==> src/rtl/lpg_pkg.sv <==
package lpg_pkg;

   // Breathing ramp
   localparam int unsigned BREATH_PEAK   = 500000;
   localparam int unsigned BREATH_DIV    = (BREATH_PEAK / 100 > 0) ? (BREATH_PEAK / 100) : 1;
   localparam int unsigned BREATH_CNT_W  = 19;
   localparam int unsigned BREATH_PCT_W  = $clog2(BREATH_PEAK / BREATH_DIV + 1);
   localparam int unsigned BREATH_REM_W  = (BREATH_DIV > 1) ? $clog2(BREATH_DIV) : 1;

   // Motion flash timing
   localparam logic [31:0] MOTION_FLASH_TICKS = 32'd100;
   localparam logic [31:0] MOTION_FLASH_HALF  = MOTION_FLASH_TICKS / 32'd2;

   // Duty levels
   localparam int unsigned DUTY_W   = 7;
   localparam logic [6:0]  DUTY_OFF = 7'd0;
   localparam logic [6:0]  DUTY_ON  = 7'd100;

   // Divide by 100: x * ceil(2^30 / 100) >> 30, exact for x below 2^23
   localparam int unsigned DIV100_SHIFT = 30;
   localparam logic [23:0] DIV100_RECIP = 24'd10737419;
   localparam int unsigned PROD_W       = 23;

   // Register reset values
   localparam logic [15:0] FLASH_PERIOD_RESET = 16'd1000;
   localparam logic [15:0] PWM_PERIOD_RESET   = 16'd47999;

   // Register indexes
   localparam logic [1:0] CSR_PATTERN_SEL  = 2'd0;
   localparam logic [1:0] CSR_FLASH_PERIOD = 2'd1;
   localparam logic [1:0] CSR_PWM_PERIOD   = 2'd2;

   typedef enum logic [3:0] {
      MODE_FLASH_ONE    = 4'd0,
      MODE_FLASH_TWO    = 4'd1,
      MODE_FLASH_ALT    = 4'd2,
      MODE_FLASH_BOTH   = 4'd3,
      MODE_ON_ONE       = 4'd4,
      MODE_ON_TWO       = 4'd5,
      MODE_ON_BOTH      = 4'd6,
      MODE_OFF          = 4'd7,
      MODE_BREATH_ONE   = 4'd8,
      MODE_BREATH_TWO   = 4'd9,
      MODE_BREATH_BOTH  = 4'd10,
      MODE_MOTION_FLASH = 4'd11
   } lpg_mode_type;

   typedef struct packed {
      logic [31:0] current_time;
      logic        motion_active;
   } lpg_req_type;

   typedef struct packed {
      logic [6:0]  ch1_percent;
      logic [6:0]  ch2_percent;
      logic [15:0] ch1_compare;
      logic [15:0] ch2_compare;
   } lpg_rsp_type;

endpackage

==> src/rtl/lpg_pattern.sv <==
module lpg_pattern (
   input  logic                      clock,
   input  logic                      reset,
   input  logic                      req_valid,
   output logic                      req_stall,
   input  lpg_pkg::lpg_req_type      req_data,
   input  lpg_pkg::lpg_mode_type     pattern_sel,
   input  logic [15:0]               flash_period,
   output logic                      duty_valid,
   input  logic                      duty_ready,
   output logic [6:0]                duty_one,
   output logic [6:0]                duty_two
);
   import lpg_pkg::*;

   logic                    accept;
   logic                    valid_ff, valid_in;
   logic [31:0]             stamp_ff, stamp_in;
   logic [BREATH_CNT_W-1:0] count_ff, count_in;
   logic                    rising_ff, rising_in;
   logic [BREATH_REM_W-1:0] rem_ff, rem_in;
   logic [BREATH_PCT_W-1:0] pct_ff, pct_in;
   logic [6:0]              held_one_ff, held_one_in;
   logic [6:0]              held_two_ff, held_two_in;
   logic [6:0]              breath_pct;
   logic [31:0]             elapsed, period32, half32;
   logic                    f_first, f_second, m_first, m_second;

   // Take a word when the duty stage is empty or moving on
   assign req_stall = valid_ff && !duty_ready;
   assign accept    = req_valid && !req_stall;

   // Step the breathing ramp, keeping quotient and remainder by the divisor alongside
   always_comb begin
      if (rising_ff) begin
         count_in = count_ff + BREATH_CNT_W'(1);
         if (rem_ff == BREATH_REM_W'(BREATH_DIV - 1)) begin
            rem_in = '0;
            pct_in = pct_ff + BREATH_PCT_W'(1);
         end else begin
            rem_in = rem_ff + BREATH_REM_W'(1);
            pct_in = pct_ff;
         end
      end else begin
         count_in = count_ff - BREATH_CNT_W'(1);
         if (rem_ff == '0) begin
            rem_in = BREATH_REM_W'(BREATH_DIV - 1);
            pct_in = pct_ff - BREATH_PCT_W'(1);
         end else begin
            rem_in = rem_ff - BREATH_REM_W'(1);
            pct_in = pct_ff;
         end
      end
      if (count_in == BREATH_CNT_W'(BREATH_PEAK)) begin
         rising_in = 1'b0;
      end else if (count_in == '0) begin
         rising_in = 1'b1;
      end else begin
         rising_in = rising_ff;
      end
   end

   assign breath_pct = (pct_in > BREATH_PCT_W'(100)) ? DUTY_ON : DUTY_W'(pct_in);

   // Locate the tick within the flash period
   assign elapsed  = req_data.current_time - stamp_ff;
   assign period32 = {16'd0, flash_period};
   assign half32   = {17'd0, flash_period[15:1]};
   assign f_first  = elapsed < half32;
   assign f_second = (elapsed >= half32) && (elapsed < period32);
   assign m_first  = elapsed < MOTION_FLASH_HALF;
   assign m_second = (elapsed >= MOTION_FLASH_HALF) && (elapsed < MOTION_FLASH_TICKS);

   // Choose the duties for the mode
   always_comb begin
      held_one_in = held_one_ff;
      held_two_in = held_two_ff;
      stamp_in    = stamp_ff;
      case (pattern_sel)
         MODE_FLASH_ONE, MODE_FLASH_TWO, MODE_FLASH_ALT, MODE_FLASH_BOTH: begin
            if (f_second) begin
               held_one_in = (pattern_sel == MODE_FLASH_TWO) ? DUTY_OFF : DUTY_ON;
               held_two_in = (pattern_sel == MODE_FLASH_TWO || pattern_sel == MODE_FLASH_BOTH)
                             ? DUTY_ON : DUTY_OFF;
            end else if (f_first) begin
               held_one_in = DUTY_OFF;
               held_two_in = (pattern_sel == MODE_FLASH_ALT) ? DUTY_ON : DUTY_OFF;
            end else begin
               stamp_in = req_data.current_time;
            end
         end
         MODE_ON_ONE: begin
            held_one_in = DUTY_ON;
            held_two_in = DUTY_OFF;
         end
         MODE_ON_TWO: begin
            held_one_in = DUTY_OFF;
            held_two_in = DUTY_ON;
         end
         MODE_ON_BOTH: begin
            held_one_in = DUTY_ON;
            held_two_in = DUTY_ON;
         end
         MODE_OFF: begin
            held_one_in = DUTY_OFF;
            held_two_in = DUTY_OFF;
         end
         MODE_BREATH_ONE: begin
            held_one_in = breath_pct;
            held_two_in = DUTY_OFF;
         end
         MODE_BREATH_TWO: begin
            held_one_in = DUTY_OFF;
            held_two_in = breath_pct;
         end
         MODE_BREATH_BOTH: begin
            held_one_in = breath_pct;
            held_two_in = breath_pct;
         end
         MODE_MOTION_FLASH: begin
            if (!m_first && !m_second) begin
               held_one_in = DUTY_OFF;
               held_two_in = DUTY_OFF;
               stamp_in    = req_data.current_time;
            end else if (req_data.motion_active) begin
               held_one_in = m_second ? DUTY_ON : DUTY_OFF;
               held_two_in = m_second ? DUTY_ON : DUTY_OFF;
            end
         end
         default: begin
         end
      endcase
   end

   // Stage valid: set on accept, drop once the next stage takes it
   always_comb begin
      if (accept) begin
         valid_in = 1'b1;
      end else if (duty_ready) begin
         valid_in = 1'b0;
      end else begin
         valid_in = valid_ff;
      end
   end

   // Update state on every accepted word
   always_ff @(posedge clock) begin
      if (reset) begin
         valid_ff    <= 1'b0;
         stamp_ff    <= '0;
         count_ff    <= '0;
         rising_ff   <= 1'b1;
         rem_ff      <= '0;
         pct_ff      <= '0;
         held_one_ff <= DUTY_OFF;
         held_two_ff <= DUTY_OFF;
      end else begin
         valid_ff <= valid_in;
         if (accept) begin
            stamp_ff    <= stamp_in;
            count_ff    <= count_in;
            rising_ff   <= rising_in;
            rem_ff      <= rem_in;
            pct_ff      <= pct_in;
            held_one_ff <= held_one_in;
            held_two_ff <= held_two_in;
         end
      end
   end

   // The held duties change only on accept, so they are this stage's payload
   assign duty_valid = valid_ff;
   assign duty_one   = held_one_ff;
   assign duty_two   = held_two_ff;

   a_count_bound: assert property (@(posedge clock) disable iff (reset)
      count_ff <= BREATH_CNT_W'(BREATH_PEAK))
      else $error("breathing count beyond peak");

   a_pct_track: assert property (@(posedge clock) disable iff (reset)
      (32'(pct_ff) * BREATH_DIV + 32'(rem_ff) == 32'(count_ff))
      && (32'(rem_ff) < BREATH_DIV))
      else $error("breathing percent out of step with count");

   a_duty_bound: assert property (@(posedge clock) disable iff (reset)
      held_one_ff <= DUTY_ON && held_two_ff <= DUTY_ON)
      else $error("held duty above full scale");

   a_hold_on_stall: assert property (@(posedge clock) disable iff (reset)
      (valid_ff && !duty_ready) |=> (valid_ff && $stable(held_one_ff) && $stable(held_two_ff)))
      else $error("duty stage changed while not taken");

endmodule

==> src/rtl/lpg_scale.sv <==
module lpg_scale (
   input  logic                 clock,
   input  logic                 reset,
   input  logic                 duty_valid,
   output logic                 duty_ready,
   input  logic [6:0]           duty_one,
   input  logic [6:0]           duty_two,
   input  logic [15:0]          pwm_period,
   output logic                 rsp_valid,
   input  logic                 rsp_stall,
   output lpg_pkg::lpg_rsp_type rsp_data
);
   import lpg_pkg::*;

   logic                 prod_valid_ff, prod_valid_in;
   logic [PROD_W-1:0]    prod_one_ff, prod_two_ff;
   logic [6:0]           pct_one_ff, pct_two_ff;
   logic                 out_valid_ff, out_valid_in;
   lpg_rsp_type          out_ff;
   logic                 out_ready;
   logic [PROD_W+23:0]   quot_one, quot_two;

   // Output register frees when empty or taken
   assign out_ready  = !out_valid_ff || !rsp_stall;
   assign duty_ready = !prod_valid_ff || out_ready;

   // Advance valid bits
   always_comb begin
      prod_valid_in = duty_ready ? duty_valid : prod_valid_ff;
      out_valid_in  = out_ready ? prod_valid_ff : out_valid_ff;
   end

   // Divide the products by 100 through the reciprocal
   assign quot_one = (PROD_W + 24)'(prod_one_ff) * (PROD_W + 24)'(DIV100_RECIP);
   assign quot_two = (PROD_W + 24)'(prod_two_ff) * (PROD_W + 24)'(DIV100_RECIP);

   always_ff @(posedge clock) begin
      if (reset) begin
         prod_valid_ff <= 1'b0;
         out_valid_ff  <= 1'b0;
      end else begin
         prod_valid_ff <= prod_valid_in;
         out_valid_ff  <= out_valid_in;
      end
   end

   // Scale percent by the PWM period
   always_ff @(posedge clock) begin
      if (duty_ready && duty_valid) begin
         prod_one_ff <= PROD_W'(pwm_period) * PROD_W'(duty_one);
         prod_two_ff <= PROD_W'(pwm_period) * PROD_W'(duty_two);
         pct_one_ff  <= duty_one;
         pct_two_ff  <= duty_two;
      end
   end

   // Load the result word
   always_ff @(posedge clock) begin
      if (out_ready && prod_valid_ff) begin
         out_ff.ch1_percent <= pct_one_ff;
         out_ff.ch2_percent <= pct_two_ff;
         out_ff.ch1_compare <= quot_one[DIV100_SHIFT +: 16];
         out_ff.ch2_compare <= quot_two[DIV100_SHIFT +: 16];
      end
   end

   assign rsp_valid = out_valid_ff;
   assign rsp_data  = out_ff;

   a_full_scale: assert property (@(posedge clock) disable iff (reset)
      (out_valid_ff && out_ff.ch1_percent == DUTY_ON) |-> (out_ff.ch1_compare == pwm_period))
      else $error("full duty does not give the period");

   a_zero_scale: assert property (@(posedge clock) disable iff (reset)
      (out_valid_ff && out_ff.ch2_percent == DUTY_OFF) |-> (out_ff.ch2_compare == 16'd0))
      else $error("zero duty gives nonzero compare");

   a_no_drop: assert property (@(posedge clock) disable iff (reset)
      (prod_valid_ff && !out_ready) |=> prod_valid_ff)
      else $error("product stage lost a word");

endmodule

==> src/rtl/led_pattern_pwm_generator_core.sv <==
// Port group   Handshake              Payload
// req_         req_valid / req_stall  lpg_req_type: current_time, motion_active
// rsp_         rsp_valid / rsp_stall  lpg_rsp_type: percents and compare values
// csr_         csr_valid / csr_ready  csr_index (0 mode, 1 flash, 2 pwm), csr_data
//
// One word per cycle unless a stall on rsp_ holds the stages; a taken word is registered in each stage in turn.
// The three register stages are: pattern state, percent times period, divide by 100.
// Synchronous active-high reset; the mode, flash and PWM registers reset to 0, 1000, 47999.
// A stall on rsp_ backs up through the stages and reaches req_stall in the same cycle.
// csr_ready is always high; writes take effect at the next clock edge.
module led_pattern_pwm_generator_core (
   input  logic                 clock,
   input  logic                 reset,
   input  logic                 req_valid,
   output logic                 req_stall,
   input  lpg_pkg::lpg_req_type req_data,
   output logic                 rsp_valid,
   input  logic                 rsp_stall,
   output lpg_pkg::lpg_rsp_type rsp_data,
   input  logic                 csr_valid,
   output logic                 csr_ready,
   input  logic [1:0]           csr_index,
   input  logic [15:0]          csr_data
);
   import lpg_pkg::*;

   lpg_mode_type pattern_sel_ff;
   logic [15:0]  flash_period_ff;
   logic [15:0]  pwm_period_ff;
   logic         duty_valid;
   logic         duty_ready;
   logic [6:0]   duty_one;
   logic [6:0]   duty_two;

   assign csr_ready = 1'b1;

   // Write configuration registers
   always_ff @(posedge clock) begin
      if (reset) begin
         pattern_sel_ff  <= MODE_FLASH_ONE;
         flash_period_ff <= FLASH_PERIOD_RESET;
         pwm_period_ff   <= PWM_PERIOD_RESET;
      end else if (csr_valid && csr_ready) begin
         case (csr_index)
            CSR_PATTERN_SEL:  pattern_sel_ff  <= lpg_mode_type'(csr_data[3:0]);
            CSR_FLASH_PERIOD: flash_period_ff <= csr_data;
            CSR_PWM_PERIOD:   pwm_period_ff   <= csr_data;
            default: begin
            end
         endcase
      end
   end

   lpg_pattern u_pattern (
      .clock        (clock),
      .reset        (reset),
      .req_valid    (req_valid),
      .req_stall    (req_stall),
      .req_data     (req_data),
      .pattern_sel  (pattern_sel_ff),
      .flash_period (flash_period_ff),
      .duty_valid   (duty_valid),
      .duty_ready   (duty_ready),
      .duty_one     (duty_one),
      .duty_two     (duty_two)
   );

   lpg_scale u_scale (
      .clock      (clock),
      .reset      (reset),
      .duty_valid (duty_valid),
      .duty_ready (duty_ready),
      .duty_one   (duty_one),
      .duty_two   (duty_two),
      .pwm_period (pwm_period_ff),
      .rsp_valid  (rsp_valid),
      .rsp_stall  (rsp_stall),
      .rsp_data   (rsp_data)
   );

endmodule

==> config.mk <==
export PLATFORM = sky130hd
export DESIGN_NAME = led_pattern_pwm_generator_core
export DESIGN_NICKNAME = d
export VERILOG_FILES = /design/src/rtl/lpg_pkg.sv /design/src/rtl/lpg_pattern.sv /design/src/rtl/lpg_scale.sv /design/src/rtl/led_pattern_pwm_generator_core.sv
export SDC_FILE = /design/constraint.sdc
export NUM_CORES = 2
export LEC_CHECK = 0
export BUFFER_PORTS_ARGS = -buffer_cell sky130_fd_sc_hd__buf_2
export CELL_PAD_IN_SITES_DETAIL_PLACEMENT = 2
export CELL_PAD_IN_SITES_GLOBAL_PLACEMENT = 2
export CORE_UTILIZATION = 31
export CTS_BUF_LIST = sky130_fd_sc_hd__clkbuf_2 sky130_fd_sc_hd__clkbuf_4 sky130_fd_sc_hd__clkbuf_8
export DETAILED_ROUTE_END_ITERATION = 10
export GPL_ROUTABILITY_DRIVEN = 0
export PLACE_DENSITY = 0.65
export SETUP_SLACK_MARGIN = 0.3
export SYNTH_ARGS = -nofsm -noshare
export SYNTH_HDL_FRONTEND = slang
export SYNTH_SLANG_ARGS = --single-unit
==> constraint.sdc <==
create_clock -name clock -period 8.5 [get_ports clock]
set_clock_uncertainty 0.05 [all_clocks]
set_input_delay 0.85 -clock clock [delete_from_list [all_inputs] [get_ports clock]]
set_output_delay 0.85 -clock clock [all_outputs]
set_load 0.1 [all_outputs]
==> qor.csv <==
metric;value;unit
status;complete, no violations;
I/O pin cnt;105;
Critical Path Max Stage Delay;600;ps
Post-synth EDFFs;106;
total power;12700;µW
core area;119000;µm²
DP Area;39500;µm²
CTS H-Tree Depth;2;
Int Power;6370;µW
Peak VDD IR;0.262;mV
Period Utilization, post-route;88.1;%
CP Launch Type;flip-flop;
Synth area leaders;fa_1 28%, ha_1 22%, edfxtp_1 8.5%, inv_1 8.4%, dfxtp_1 6.7%;
synth-to-layout area growth;8.94;%
final hold violation count;0;
vias in the first global route;31200;
clk_lat worst skew;690;ps
Post-CTS Setup Bufs;0;
post-route ant nets;0;
largest area contributor in the netlist;fa_1;
IO buf count;103;
FF-to-FF setup slack;1010;ps
DR vias;27300;
required time worst endpoint;8840;ps
total routed wirelength;110000;µm
crit path max-delay cell type;fa_1;
die area;122000;µm²
grt ovf;0;
DR vias/cell;4.83;
synthesized flop and latch total;231;
final setup fails;0;
Synth top area share;28.3;%
switching power;6360;µW
Chip Height;349;µm
Seq/Total Area, Yosys;15.2;%
CTS buffer count;48;
TritonCTS clock tree;done;
Top FF cell, synth;dfxtp_1;
hold path cells;3;
clock-pin slew on the worst setup and hold paths;60;ps
width of the die;349;µm
Rel. slew slack;25.4;%
Nets;5252;
syn_area_per_cell;9.45;µm²
starting density of the core;31.4;%
first-pass GRT wire length;178000;µm
Worst path most repeated cell;fa_1;
Row Count;126;
Tightest Pin Transition;1110;ps
Post-Syn Area;37300;µm²
P_leak;0.0204;µW
Hold/Removal Path Class;in -> reg;
ys async rst share;0;%
Final Instance Area;40600;µm²
ratio of cells with drive above 1 in the final layout;6.46;%
Max Root-Sink Buffers;3;
reg2reg start;u_scale.prod_two_ff[3];
cell with the most instances after synthesis;inv_1;
synth unique cells;95;
Crit Path Class;reg -> reg;
root buffer cell;clkbuf_8;
crit path cell chain;fa_1 > fa_1 > inv_1 > fa_1 > inv_1 > fa_1 > fa_1 > fa_1 > inv_1 > fa_1 > inv_1 > ha_1 > or3_1 > a221oi_1 > o21ai_0 > o21ai_1 > a211oi_1 > o311ai_0 > a21oi_1 > or3_1 > a21oi_1 > xnor2_1;
crit path DAT;7830;ps
DRT Pass-1 Iters;4;
PwrDens;313;nW/µm²
Net Sw Frac;49.9;%
hold path startpoint;csr_data[7];
Sink Count;231;
Max-cap violations;0;
Hold EP;flash_period_ff[7];
drt wl/cell;19.4;µm
CP Capture Type;flip-flop;
Setup TNS;0;ps
most frequent cells after synthesis;838 x inv_1, 650 x ha_1, 528 x fa_1;
synth warn;0;
initial antenna violation count;14;
drt initial violations;875;
Total GRT Usage;18.6;%
R2R cell count;22;
Period minus WS final;7490;ps
hpwl dp;92800;µm
Pins Over Slew Limit;0;
Synth Instances;3945;
CP max FO;8;
Syn Nets;5179;
RSZ-0062 raised after global routing;false;
Post-route DRC;0;
largest net degree at the start of global routing;66;
combinational share of power;76.9;%
share of power burned in registers;12.4;%
Clock Power Share;10.7;%
r2r endpoint;u_scale.rsp_data[14];
Achievable Freq;134;MHz
WHS;354;ps
-- layout by cell type, fill, tap and decap left out, drive strengths merged, types with 7 or more instances in the layout --
master,netlist,routed
edfxtp,106,106
nand3b,22,22
nor3,64,64
and4,7,7
clkinv,0,14
nor2b,16,16
dfxtp,125,125
nand3,49,49
a31oi,24,24
a21oi,171,171
nand2,366,366
and3,31,31
o21bai,17,17
o21a,24,24
a21o,56,56
clkbuf,91,68
mux2i,50,50
a211oi,19,19
nand2b,22,22
a311oi,9,9
ha,650,650
nand4b,9,9
buf,12,128
nand4,30,30
and2,68,68
nor4,19,19
o211ai,13,13
nor2,173,173
xnor2,78,78
o21ai,79,79
fa,528,528
inv,838,839
or2,13,13
xor2,42,42
or3,17,17
-- logic make-up after synthesis --
| group | Yosys count | share of synthesized area [%] |
|---|---|---|
| fa+ha+maj | 1178 | 50.2 |
| buf+inv | 943 | 9.76 |
| simple gates | 939 | 12.3 |
| compound gates | 480 | 8.30 |
| flops | 231 | 15.2 |
| xor+xnor | 120 | 2.82 |
| mux | 53 | 1.43 |
| other cells | 1 | 0.0101 |
-- timing repair --
| action | in CTS | in global routing |
|---|---|---|
| endpoints found under the setup margin | 0 | 2 |
| hold buffers | 0 | 0 |
| resized for setup | 0 | 1 |
| endpoints found under the hold margin | 0 | 0 |
-- metal layers --
layer  part of all wire [%]  track usage, %  wire length, µm  vias up
met5                   0.14               0              158        -
met1                     47            24.5            51100    14000
met4                    2.0            3.77             2180       24
met3                    3.6            3.12             4010      132
met2                     48            31.8            52300      262
li1                       -               -                -    12900
-- cell type report --
type	count	area, µm²
inverters	838	3150
fillers	13200	78100
diodes	3	7.51
well taps	1600	2000
flip-flops and latches	231	5690
multi-input cells	2771	28000
repair buffers	128	706
clock inverters	21	228
clock buffers	68	855
-- how the worst max path moves through the flow --
stage                      startpoint                   end  slack (ps)  depth (start not counted)
2_1_floorplan  u_scale.prod_two_ff[3]  u_scale.rsp_data[14]        1580                         22
3_3_place_gp   u_scale.prod_two_ff[3]  u_scale.rsp_data[14]         800                         22
3_5_place_dp   u_scale.prod_two_ff[3]  u_scale.rsp_data[14]         680                         22
4_1_cts        u_scale.prod_two_ff[2]  u_scale.rsp_data[14]         650                         22
5_1_grt        u_scale.prod_two_ff[3]  u_scale.rsp_data[14]         380                         22
6_report       u_scale.prod_two_ff[3]  u_scale.rsp_data[14]        1010                         22
-- metrics by stage --
step | cells | setup WS, ps | util, %
floorplan | 3945 | 1580 | -
global route | 5658 | 378 | 34.2
global placement | 5568 | 802 | 33.3
CTS | 5657 | 648 | 34.2
finish | 5660 | 1010 | 34.2
detailed placement | 5568 | 679 | 33.3
-- power groups by stage --
| stage | Combinational [µW] | Sequential [µW] | Clock [µW] |
|---|---|---|---|
| 2_1_floorplan | 6910 | 2010 | 0 |
| 6_report | 9790 | 1580 | 1360 |
| 4_1_cts | 10100 | 1580 | 1430 |
| 5_1_grt | 11400 | 1590 | 1480 |
| 3_5_place_dp | 10000 | 1600 | 0 |
| 3_3_place_gp | 9740 | 1600 | 0 |
-- state kept, by name (all words and copies together), names as in the netlist, 13 cells and up --
signal and count:
u_scale.rsp_data 46, u_pattern.stamp_ff 32, u_scale.prod_two_ff 23, u_scale.prod_one_ff 23, u_pattern.count_ff 19, u_pattern.rem_ff 13
pwm_period_ff 16, flash_period_ff 16
-- worst max-delay path: cells and delay by family (launching register included) --
| kind | cells | cell delay, ps |
|---|---|---|
| fa+ha+maj | 8 | 3910 |
| compound gates | 7 | 1730 |
| simple gates | 2 | 710 |
| flops | 1 | 540 |
| buf+inv | 4 | 210 |
| xor+xnor | 1 | 80 |
(Power assumes the default switching activity.)
